==> src/assert_macros.svh <==
// assertion helpers; the asserting module provides clk and rst_n
`ifndef ASSERT_MACROS_SVH
`define ASSERT_MACROS_SVH

// condition holds at every edge out of reset
`define ASSERT_ALWAYS(lbl, cond, msg) \
    lbl: assert property (@(posedge clk) disable iff (!rst_n) (cond)) else $error(msg);

// same-cycle implication
`define ASSERT_IMPLY(lbl, ante, cons, msg) \
    lbl: assert property (@(posedge clk) disable iff (!rst_n) (ante) |-> (cons)) else $error(msg);

// next-cycle implication
`define ASSERT_NEXT(lbl, ante, cons, msg) \
    lbl: assert property (@(posedge clk) disable iff (!rst_n) (ante) |=> (cons)) else $error(msg);

`endif

==> src/pid_dab_pkg.sv <==
`default_nettype none

package pid_dab_pkg;

    // value and gain formats
    localparam int VALUE_WIDTH    = 16;
    localparam int GAIN_FRAC_BITS = 8;
    localparam int GAIN_W         = 16;
    localparam int ZONE_W         = 16;
    localparam int LOAD_W         = 15;
    localparam int INTEG_W        = 15;
    localparam int OUT_W          = 32;
    localparam int ERR_W          = VALUE_WIDTH + 1;
    localparam int PROD_W         = GAIN_W + ERR_W;
    localparam int DPROD_W        = GAIN_W + ERR_W + 1;
    localparam int SUM_W          = DPROD_W + 2;
    localparam int FULL_SCALE     = 100 * (2 ** GAIN_FRAC_BITS);

    // action codes
    localparam logic [1:0] ACT_COMPUTE  = 2'd0;
    localparam logic [1:0] ACT_LOAD     = 2'd1;
    localparam logic [1:0] ACT_BUMPLESS = 2'd2;

    // config register indexes
    localparam logic [1:0] REG_PROP_GAIN  = 2'd0;
    localparam logic [1:0] REG_INTEG_GAIN = 2'd1;
    localparam logic [1:0] REG_DERIV_GAIN = 2'd2;
    localparam logic [1:0] REG_DEAD_ZONE  = 2'd3;

    typedef struct packed {
        logic [1:0]                   action;
        logic signed [VALUE_WIDTH-1:0] process_value;
        logic signed [VALUE_WIDTH-1:0] target_value;
        logic [LOAD_W-1:0]            load_value;
    } pid_dab_in_t;

    typedef struct packed {
        logic signed [OUT_W-1:0] control_out;
        logic                    in_dead_zone;
    } pid_dab_out_t;

    typedef struct packed {
        logic signed [GAIN_W-1:0] prop_gain;
        logic signed [GAIN_W-1:0] integ_gain;
        logic signed [GAIN_W-1:0] deriv_gain;
        logic [ZONE_W-1:0]        dead_zone;
    } pid_dab_cfg_t;

    typedef struct packed {
        logic [INTEG_W-1:0]      integ;
        logic signed [ERR_W-1:0] prev_err;
    } pid_dab_state_t;

endpackage

`default_nettype wire

==> src/pid_dab_core.sv <==
`default_nettype none

module pid_dab_core
    import pid_dab_pkg::*;
(
    input  wire pid_dab_cfg_t   cfg,
    input  wire pid_dab_state_t state,
    input  wire pid_dab_in_t    item,
    output pid_dab_state_t      state_next,
    output pid_dab_out_t        result
);

    localparam logic signed [PROD_W-1:0]  FS_P    = PROD_W'(FULL_SCALE);
    localparam logic signed [PROD_W:0]    FS_I    = (PROD_W + 1)'(FULL_SCALE);
    localparam logic [INTEG_W-1:0]        FS_INT  = INTEG_W'(FULL_SCALE);
    localparam logic signed [SUM_W-1:0]   OUT_MAX = SUM_W'({1'b0, {(OUT_W-1){1'b1}}});
    localparam logic signed [SUM_W-1:0]   OUT_MIN = -OUT_MAX - SUM_W'(1);

    logic signed [ERR_W-1:0]   err;
    logic [ERR_W-1:0]          err_mag;
    logic                      dz_hit;
    logic signed [PROD_W-1:0]  pterm;
    logic signed [PROD_W-1:0]  iterm;
    logic                      p_big;
    logic signed [PROD_W:0]    isum;
    logic [INTEG_W-1:0]        isum_clamp;
    logic [INTEG_W-1:0]        integ_upd;
    logic signed [ERR_W:0]     diff;
    logic signed [DPROD_W-1:0] dterm;
    logic signed [SUM_W-1:0]   total;
    logic signed [OUT_W-1:0]   total_sat;
    logic [INTEG_W-1:0]        load_clamp;

    // error and its magnitude against the dead zone
    assign err     = ERR_W'(item.target_value) - ERR_W'(item.process_value);
    assign err_mag = err[ERR_W-1] ? ERR_W'(-err) : ERR_W'(err);
    assign dz_hit  = (err_mag <= cfg.dead_zone);

    // proportional term and anti-windup test
    assign pterm = PROD_W'(cfg.prop_gain) * PROD_W'(err);
    assign p_big = (pterm > FS_P) || (pterm < -FS_P);

    // integral accumulate with clamp to 0..full scale
    assign iterm = PROD_W'(cfg.integ_gain) * PROD_W'(err);
    assign isum  = (PROD_W + 1)'(iterm) + (PROD_W + 1)'($signed({1'b0, state.integ}));

    always_comb
    begin
        if (isum > FS_I)
        begin
            isum_clamp = FS_INT;
        end
        else if (isum[PROD_W])
        begin
            isum_clamp = '0;
        end
        else
        begin
            isum_clamp = isum[INTEG_W-1:0];
        end
    end

    assign integ_upd = p_big ? '0 : isum_clamp;

    // derivative term
    assign diff  = (ERR_W + 1)'(err) - (ERR_W + 1)'(state.prev_err);
    assign dterm = DPROD_W'(diff) * DPROD_W'(cfg.deriv_gain);

    // output sum and saturation
    assign total = SUM_W'(pterm) + SUM_W'($signed({1'b0, integ_upd})) + SUM_W'(dterm);

    always_comb
    begin
        if (total > OUT_MAX)
        begin
            total_sat = OUT_MAX[OUT_W-1:0];
        end
        else if (total < OUT_MIN)
        begin
            total_sat = OUT_MIN[OUT_W-1:0];
        end
        else
        begin
            total_sat = total[OUT_W-1:0];
        end
    end

    assign load_clamp = (item.load_value > FS_INT) ? FS_INT : item.load_value;

    // action select
    always_comb
    begin
        state_next          = state;
        result.control_out  = OUT_W'($signed({1'b0, state.integ}));
        result.in_dead_zone = 1'b0;
        case (item.action)
            ACT_COMPUTE:
            begin
                state_next.prev_err = err;
                if (dz_hit)
                begin
                    result.in_dead_zone = 1'b1;
                end
                else
                begin
                    state_next.integ   = integ_upd;
                    result.control_out = total_sat;
                end
            end
            ACT_LOAD:
            begin
                state_next.integ    = load_clamp;
                state_next.prev_err = '0;
                result.control_out  = OUT_W'($signed({1'b0, load_clamp}));
            end
            ACT_BUMPLESS:
            begin
                state_next.prev_err = err;
            end
            default:
            begin
                state_next = state;
            end
        endcase
    end

endmodule

`default_nettype wire

==> src/pid_dab_top_regs.sv <==
`default_nettype none

module pid_dab_top_regs
    import pid_dab_pkg::*;
(
    input  wire logic        clk,
    input  wire logic        rst_n,
    input  wire logic        cfg_wr_en,
    input  wire logic [1:0]  cfg_index,
    input  wire logic [ZONE_W-1:0] cfg_data,
    output pid_dab_cfg_t     cfg
);

    pid_dab_cfg_t cfg_reg;
    pid_dab_cfg_t cfg_next;

    // decode a register write
    always_comb
    begin
        cfg_next = cfg_reg;
        if (cfg_wr_en)
        begin
            case (cfg_index)
                REG_PROP_GAIN:  cfg_next.prop_gain  = $signed(cfg_data[GAIN_W-1:0]);
                REG_INTEG_GAIN: cfg_next.integ_gain = $signed(cfg_data[GAIN_W-1:0]);
                REG_DERIV_GAIN: cfg_next.deriv_gain = $signed(cfg_data[GAIN_W-1:0]);
                REG_DEAD_ZONE:  cfg_next.dead_zone  = cfg_data;
                default:        cfg_next = cfg_reg;
            endcase
        end
    end

    always_ff @(posedge clk or negedge rst_n)
    begin
        if (!rst_n)
        begin
            cfg_reg <= '0;
        end
        else
        begin
            cfg_reg <= cfg_next;
        end
    end

    assign cfg = cfg_reg;

endmodule

`default_nettype wire

==> src/pid_deadband_antiwindup.sv <==
// positional pid step with dead zone and integral anti-windup, fixed point
// input channel in_valid/in_ready/in_data carries one beat per control sample:
//   action 0 computes a step, 1 loads the integral, 2 re-bases the last error
// output channel out_valid/out_ready/out_data returns exactly one beat per input
//   beat, in order: control_out in units of 1/256 and the in_dead_zone flag
// gains and dead zone are written on cfg_wr_en/cfg_index/cfg_data while idle
// a beat in the input register moves into the result register and out_data
//   when that register is free; throughput: one beat per cycle while out_ready
//   is high; the whole step is one pass through two 16x17 multipliers, one
//   16x18 multiplier and the sum/clamp logic between the input register and
//   the result register, with the integral and last error updated in that pass
// reset clears gains, dead zone, integral, last error and both valid flags
// when the receiver stalls the result register holds; the input register takes
//   one more beat if empty, then in_ready drops until out_ready returns
`default_nettype none

module pid_deadband_antiwindup
    import pid_dab_pkg::*;
(
    input  wire logic              clk,
    input  wire logic              rst_n,
    input  wire logic              cfg_wr_en,
    input  wire logic [1:0]        cfg_index,
    input  wire logic [ZONE_W-1:0] cfg_data,
    input  wire logic              in_valid,
    output logic                   in_ready,
    input  wire pid_dab_in_t       in_data,
    output logic                   out_valid,
    input  wire logic              out_ready,
    output pid_dab_out_t           out_data
);

`include "assert_macros.svh"

    pid_dab_cfg_t   cfg;
    pid_dab_state_t state_reg;
    pid_dab_state_t state_next;
    pid_dab_in_t    item_reg;
    logic           item_vld_reg;
    pid_dab_out_t   res_reg;
    pid_dab_out_t   res_next;
    logic           res_vld_reg;
    logic           advance;

    // configuration registers
    pid_dab_top_regs u_regs (
        .clk       (clk),
        .rst_n     (rst_n),
        .cfg_wr_en (cfg_wr_en),
        .cfg_index (cfg_index),
        .cfg_data  (cfg_data),
        .cfg       (cfg)
    );

    // step datapath
    pid_dab_core u_core (
        .cfg        (cfg),
        .state      (state_reg),
        .item       (item_reg),
        .state_next (state_next),
        .result     (res_next)
    );

    // handshake: item moves into the result register when that is free
    assign advance  = item_vld_reg && (!res_vld_reg || out_ready);
    assign in_ready = !item_vld_reg || advance;

    // input register
    always_ff @(posedge clk or negedge rst_n)
    begin
        if (!rst_n)
        begin
            item_vld_reg <= 1'b0;
        end
        else if (in_ready)
        begin
            item_vld_reg <= in_valid;
        end
    end

    always_ff @(posedge clk)
    begin
        if (in_valid && in_ready)
        begin
            item_reg <= in_data;
        end
    end

    // controller state, updated once per item
    always_ff @(posedge clk or negedge rst_n)
    begin
        if (!rst_n)
        begin
            state_reg <= '0;
        end
        else if (advance)
        begin
            state_reg <= state_next;
        end
    end

    // result register
    always_ff @(posedge clk or negedge rst_n)
    begin
        if (!rst_n)
        begin
            res_vld_reg <= 1'b0;
        end
        else if (advance)
        begin
            res_vld_reg <= 1'b1;
        end
        else if (out_ready)
        begin
            res_vld_reg <= 1'b0;
        end
    end

    always_ff @(posedge clk)
    begin
        if (advance)
        begin
            res_reg <= res_next;
        end
    end

    assign out_valid = res_vld_reg;
    assign out_data  = res_reg;

    // checks
    `ASSERT_ALWAYS(a_integ_range,
                   state_reg.integ <= INTEG_W'(FULL_SCALE),
                   "integral above full scale")
    `ASSERT_IMPLY(a_dz_holds_integ,
                  res_vld_reg && res_reg.in_dead_zone,
                  res_reg.control_out == OUT_W'($signed({1'b0, state_reg.integ})),
                  "dead zone result differs from integral")
    `ASSERT_NEXT(a_advance_fills, advance, res_vld_reg, "result lost after advance")

endmodule

`default_nettype wire
==> config.mk <==
export PLATFORM = sky130hd
export DESIGN_NAME = pid_deadband_antiwindup
export DESIGN_NICKNAME = d
export VERILOG_FILES = /design/src/pid_dab_pkg.sv /design/src/pid_dab_core.sv /design/src/pid_dab_top_regs.sv /design/src/pid_deadband_antiwindup.sv
export VERILOG_INCLUDE_DIRS = /design/src /design/src/src
export SDC_FILE = /design/constraint.sdc
export NUM_CORES = 2
export LEC_CHECK = 0
export ABC_AREA = 1
export BUFFER_PORTS_ARGS = -buffer_cell sky130_fd_sc_hd__buf_2
export CAP_MARGIN = 10
export CORE_MARGIN = 8
export CORE_UTILIZATION = 60
export DETAILED_ROUTE_END_ITERATION = 8
export PLACE_DENSITY_LB_ADDON = 0.2
export SYNTH_ARGS = -nofsm -noshare
export SYNTH_HDL_FRONTEND = slang
export SYNTH_SLANG_ARGS = --single-unit
==> constraint.sdc <==
create_clock -name clk -period 12.1 [get_ports clk]
set_input_delay 2.42 -clock clk [delete_from_list [all_inputs] [get_ports clk]]
set_output_delay 2.42 -clock clk [all_outputs]
set_load 0.02 [all_outputs]
# --- Yosys cells after proc, flatten, opt, wreduce, memory -nomap -nowiden ---
# Cells that the tools add are included.
classes:
  add_sub_neg: 6
  reduce_logical: 19
  mux: 15
  n_eq_ne: 6
  n_mul: 3
  order_cmp: 7
ops:
  columns: ["cell", "count"]
  rows:
  - ["$mux W32", 3]
  - ["$mux W15", 5]
  - ["$add A33 B16 Y34", 2]
  - ["$mul A16 B17 Y33", 2]
  - ["$pmux W32 S2", 1]
  - ["$gt A36 B32 Y1 const B", 1]
  - ["$lt A36 B32 Y1 const B", 1]
  - ["$add A34 B34 Y35", 1]
  - ["$gt A34 B16 Y1 const B", 1]
  - ["$mul A18 B16 Y34", 1]
  - ["$pmux W17 S2", 1]
  - ["$gt A33 B16 Y1 const B", 1]
  - ["$lt A33 B16 Y1 const B", 1]
  - ["$pmux W15 S2", 1]
  - ["$sub A17 B17 Y18", 1]
  - ["$le A17 B16 Y1", 1]
  - ["$mux W17", 1]
  - ["$neg A17 Y17", 1]
  - ["$sub A16 B16 Y17", 1]
  - ["$gt A15 B15 Y1 const B", 1]
  - ["$reduce_and A2 Y1", 5]
  - ["$eq A2 B2 Y1 const B", 3]
  - ["$reduce_bool A2 Y1", 3]
  - ["$eq A2 B1 Y1 const B", 2]
  - ["other kinds (8)", 15]
word_totals:
  output_inout_bits: 35
  register_bits: 180
  elab_cells: 70

# --- Longest topological paths before layout ---
depth:
  word_depth: 13
  depth_mapped: 77

# --- Hierarchy ---
# A second synthesis with hierarchy kept.
unflattened:
  cells_unflattened: 5676
  hier_area_um2: 45137.0
by_module_without_submodules:
  columns: ["mod", "area_each_um2", "cells_per_inst", "instances"]
  rows:
  - ["pid_dab_core", 38644.6, 5160, 1]
  - ["pid_deadband_antiwindup", 3881.2, 231, 1]
  - ["pid_dab_top_regs", 2611.3, 285, 1]

# --- Worst setup path after synthesis ---
# OpenSTA, ideal clock, no wires.
synth_path:
  path_type: "flip-flop to flip-flop"
  startpoint: "register item_reg[31] (netlist bit)"
  endpoint: "register res_reg (netlist bit out_data[16]) (data pin)"
  stages_incl_launch_ff: 69
  slack_ns: -0.243
  period_less_slack_ns: 12.343
  setup_ns: 0.260
  n_path_buf: 5
  required_ns: 11.840
  arrival_time_ns: 12.083
  path_cell_list: "edfxtp_1 -> ha_1 -> fa_1 -> inv_1 -> nand3_1 -> nand2_1 -> nand2_1 -> nand2_1 -> nand2_1 -> nand2_1 -> nand2_1 -> nand2_1 -> clkbuf_1 -> buf_1 -> nor2_1 -> fa_1 -> inv_1 -> fa_1 -> (+33 left out) -> fa_1 -> inv_1 -> ha_1 -> nand2_1 -> inv_1 -> nand4_1 -> o21ai_1 -> inv_1 -> o21ai_2 -> inv_1 -> nor2_1 -> o21ai_0 -> nand2_1 -> inv_1 -> nand2_1 -> buf_2 -> buf_4 -> a21oi_1"
synth_lines:
  columns: ["item", "line", "text"]
  rows:
  - ["from (decl)", "pid_deadband_antiwindup.sv:38", "pid_dab_in_t item_reg;"]
  - ["from (signal assigned)", "pid_deadband_antiwindup.sv:85", "item_reg <= in_data;"]
  - ["to (signal assigned)", "pid_deadband_antiwindup.sv:123", "res_reg <= res_next;"]
  - ["to (decl)", "pid_deadband_antiwindup.sv:40", "pid_dab_out_t res_reg;"]

==> summary.md <==
| Metric | Value |
|---|---|
| Result of the run | `complete, but fails checks` |
| Violated checks | `setup timing` |
| Part of the Yosys area used for sequential elements | `10.8%` |
| Area after detailed placement | `51,200 um2` |
| Arrival time at the worst endpoint | `13,030 ps` |
| DRC viols | `0` |
| Filler cell count in the final layout | `5,705` |
| Number of cells on the worst hold path | `2` |
| Die Ht | `291 um` |
| Met1 track utilization from global routing | `43.3%` |
| Simple-gate portion of the synthesized area | `21.1%` |
| Final hold violations | `0` |
| Number of iterations in the first detailed-routing pass | `5` |
| CP Class | `reg -> reg` |
| Setup crit start kind | `flop` |
| Die area | `84,600 um2` |
| Seq cells post-synth | `180` |
| Mux cell area share after synthesis | `0%` |
| Deepest level of the CTS H-tree | `4` |
| Transition at the pin with the smallest max-transition slack | `1190 ps` |
| Unrepaired setup endpoints after global routing | `yes` |
| Share of final-layout standard cells stronger than drive strength 1 | `20.4%` |
| Cell variety after synth | `57` |
| Final antenna-violating net count | `0` |
| Required time at the endpoint of the critical path | `12,370 ps` |
| Post-DP HPWL | `121,000 um` |
| Max Freq | `78.4 MHz` |
| Largest family of logic cells by synthesized area | `adder cells` |
| Register-to-register setup slack | `-660 ps` |
| Worst max-slew margin expressed relative to the limit | `20.6%` |
| Count of yosys warnings during synthesis | `0` |
| Final Net Count | `7,675` |
| Number of global-route vias before repair | `41,900` |
| Count of port buffers added during placement | `106` |
| Routed vias | `40,100` |
| Placer congestion estimate | `1.05` |
| Global routing usage on met3 | `7.86%` |
| Number of antenna violations at the first check in global routing | `5` |
| Max stage delay cell, worst path | `fa_1` |
| Worst min-delay path category | `reg -> reg` |
| Max-slew violation total from the final report | `0` |
| Post-Synthesis Cells | `5,753` |
| Post-route standard cell area excluding fillers | `54,500 um2` |
| HP Start | `u_regs.cfg[15]` |
| Mean post-synth cell area | `7.87 um2` |
| Global route hottest layer | `met2` |
| Average routed wire per standard cell | `19.8 um` |
| Reported max-cap violation count | `0` |
| Post-route fraction of the period consumed by the critical path | `105%` |
| Pin count of the biggest net entering global routing | `69` |
| Endpoints failing setup | `32` |
| Arithmetic-cell share of the synthesized area counting full adders, half adders and majority gates | `48.8%` |
| Total Wirelength | `146,000 um` |
| Count of cells along the worst register-to-register path | `68` |
| Max Buffers Root-to-Sink | `2` |
| Area inside the core boundary | `74,600 um2` |
| Compound-gate portion of the synthesized area | `3.76%` |
| Nature of the critical path endpoint | `flop` |
| Global route total overflow | `0` |
| DRC violation total after the first TritonRoute iteration | `3,667` |
| Clock-pin slew on the worst setup and hold paths | `100 ps` |
| Start of the worst register-to-register path | `item_reg[31]` |
| Largest clock skew in the final design | `31.5 ps` |
| Sinks on Clock Net | `180` |
| Worst setup path startpoint | `item_reg[31]` |
| Vias per cell | `5.44` |
| Destination of the worst hold path | `u_regs.cfg[15]` |
| Clock Latency Late Sink | `520 ps` |
| Summed instance area of the synthesized netlist | `45,300 um2` |
| First-pass GRT wire length | `229,000 um` |
| Post-Syn Nets | `7,042` |
| Worst path max stage delay | `550 ps` |
| Most frequent cell on the critical path | `fa_1` |
| CTS buffer count | `17` |
| Setup WS post-layout | `-660 ps` |
| Share of the synthesized netlist area taken by xor and xnor gates | `1.75%` |
| Worst flop-to-flop path endpoint | `out_data[7]` |
| TritonCTS clock tree | `yes` |
| Die span in x | `291 um` |
| Synth-to-layout area growth | `20.2%` |
| Largest fanout of any net on the critical path | `16` |
| Flip-flop count of the largest register after layout | `64` |
| I/O pin count | `107` |
| Initial Utilization | `60.8%` |
| Std cell rows | `100` |
| Post-layout min period | `12,760 ps` |
| GR Util All Layers | `34.6%` |
| Clock root buffer | `clkbuf_16` |
| M2 GR Usage | `57.0%` |
timing repair:
action | 4_1_cts | 5_1_grt
hold buffers | 0 | 0
resized for setup | 246 | 266
pin swaps | 97 | 154
setup endpoints to repair | 32 | 32
buffers inserted | 38 | 46
cloned | 2 | 0
worst max-delay path by stage:
stage	end	slack, ps	depth (start not counted)
2_1_floorplan	out_data[16]	0.6	64
3_3_place_gp	out_data[5]	-970	66
3_5_place_dp	out_data[5]	-1130	66
4_1_cts	out_data[2]	-500	71
5_1_grt	out_data[5]	-1210	71
6_report	out_data[7]	-660	68
cells in the final DEF (no fill, tap or decap), types with 20 or more instances in the layout:
cell type	synthesis	final
inv_2	15	71
buf_12	0	34
buf_2	7	105
inv_1	1445	1384
ha_4	0	45
nor2_4	4	25
nand4_1	57	57
nor2_2	22	49
a21oi_1	122	95
buf_4	2	604
ha_1	299	252
nor3_1	25	20
fa_2	0	21
nand2_1	1407	1296
nand3_1	175	151
edfxtp_1	82	82
xnor2_1	31	22
buf_6	6	24
o21ai_0	100	93
nor2_1	547	499
a21oi_2	12	34
fa_1	918	897
xor2_1	54	50
nand3_2	6	27
dfrtp_1	98	98
or2_2	28	27
nand2_2	22	107
nand2_4	4	29
Yosys cell counts (all sizes together):
| cell type | n | share of area, % |
|---|---|---|
| nor4 | 5 | 0.069 |
| a21bo | 1 | 0.022 |
| o31ai | 5 | 0.083 |
| nand3 | 181 | 2.1 |
| buf | 30 | 0.38 |
| a21o | 4 | 0.066 |
| and2 | 7 | 0.097 |
| a22oi | 1 | 0.047 |
| a21boi | 6 | 0.11 |
| o21ai | 107 | 1.2 |
| fa | 918 | 41 |
| nand3b | 9 | 0.15 |
| a221oi | 1 | 0.019 |
| inv | 1460 | 12 |
| o21bai | 11 | 0.18 |
| a31oi | 4 | 0.055 |
| o21a | 3 | 0.050 |
| clkinv | 14 | 0.12 |
| clkbuf | 131 | 1.1 |
| edfxtp | 82 | 5.4 |
| o22ai | 17 | 0.23 |
| nand2 | 1433 | 12 |
| dfrtp | 98 | 5.4 |
| and3 | 3 | 0.041 |
| nand2b | 1 | 0.014 |
| a21oi | 134 | 1.6 |
| ha | 299 | 8.3 |
| nand4 | 59 | 0.86 |
| xnor2 | 31 | 0.60 |
| or2 | 32 | 0.44 |
| nor3 | 30 | 0.40 |
| o211ai | 1 | 0.017 |
| nor2 | 573 | 4.9 |
| xor2 | 57 | 1.2 |
| o2111ai | 3 | 0.058 |
| o221ai | 2 | 0.039 |
per-stage QoR:
stage                     utilization (%)  setup slack (ps)  std cells  setup TNS (ps)  hold WS (ps)
after CTS                            71.3              -497       7326          -13300           495
after global placement               68.6              -969       7256          -28740           468
after floorplan                         -             0.600       5753               0           453
final                                73.0              -660       7370          -17640           491
after detailed placement             68.6             -1130       7257          -34030           475
after global routing                 73.0             -1210       7368          -35150           518
cell families after synthesis:
kind of cell    count (synthesis)
compound gates                300
fa+ha+maj                    1217
flops                         180
xor+xnor                       88
buf+inv                      1635
simple gates                 2333
metal layers:
metal	share of wire (%)	routed length, um	up-vias
met5	0	0	-
met4	5.8	8480	0
met3	9.2	13400	490
met2	47	68500	2016
met1	38	55300	19500
li1	-	-	18100
critical path: cells and delay by family (launching register included):
family	cells	cell delay (ps)
AOI/OAI and AO/OA	4	560
adders and majority gates	15	6670
and+or+nand+nor	28	3070
buffers and inverters	21	1760
DFF	1	430
layout make-up:
type	count	area, um2	area share, %
multi-input cells	3938	36000	66.1
inverters	1474	5560	10.2
clock buffers	17	425	0.781
well taps	969	1210	2.23
repair buffers	775	6140	11.3
flip-flops and latches	180	4910	9.02
clock inverters	15	208	0.381
diodes	2	5.00	0.00919
Power is not shown: default switching activity piles up to over one toggle a cycle in this logic, so the estimate is an artifact.
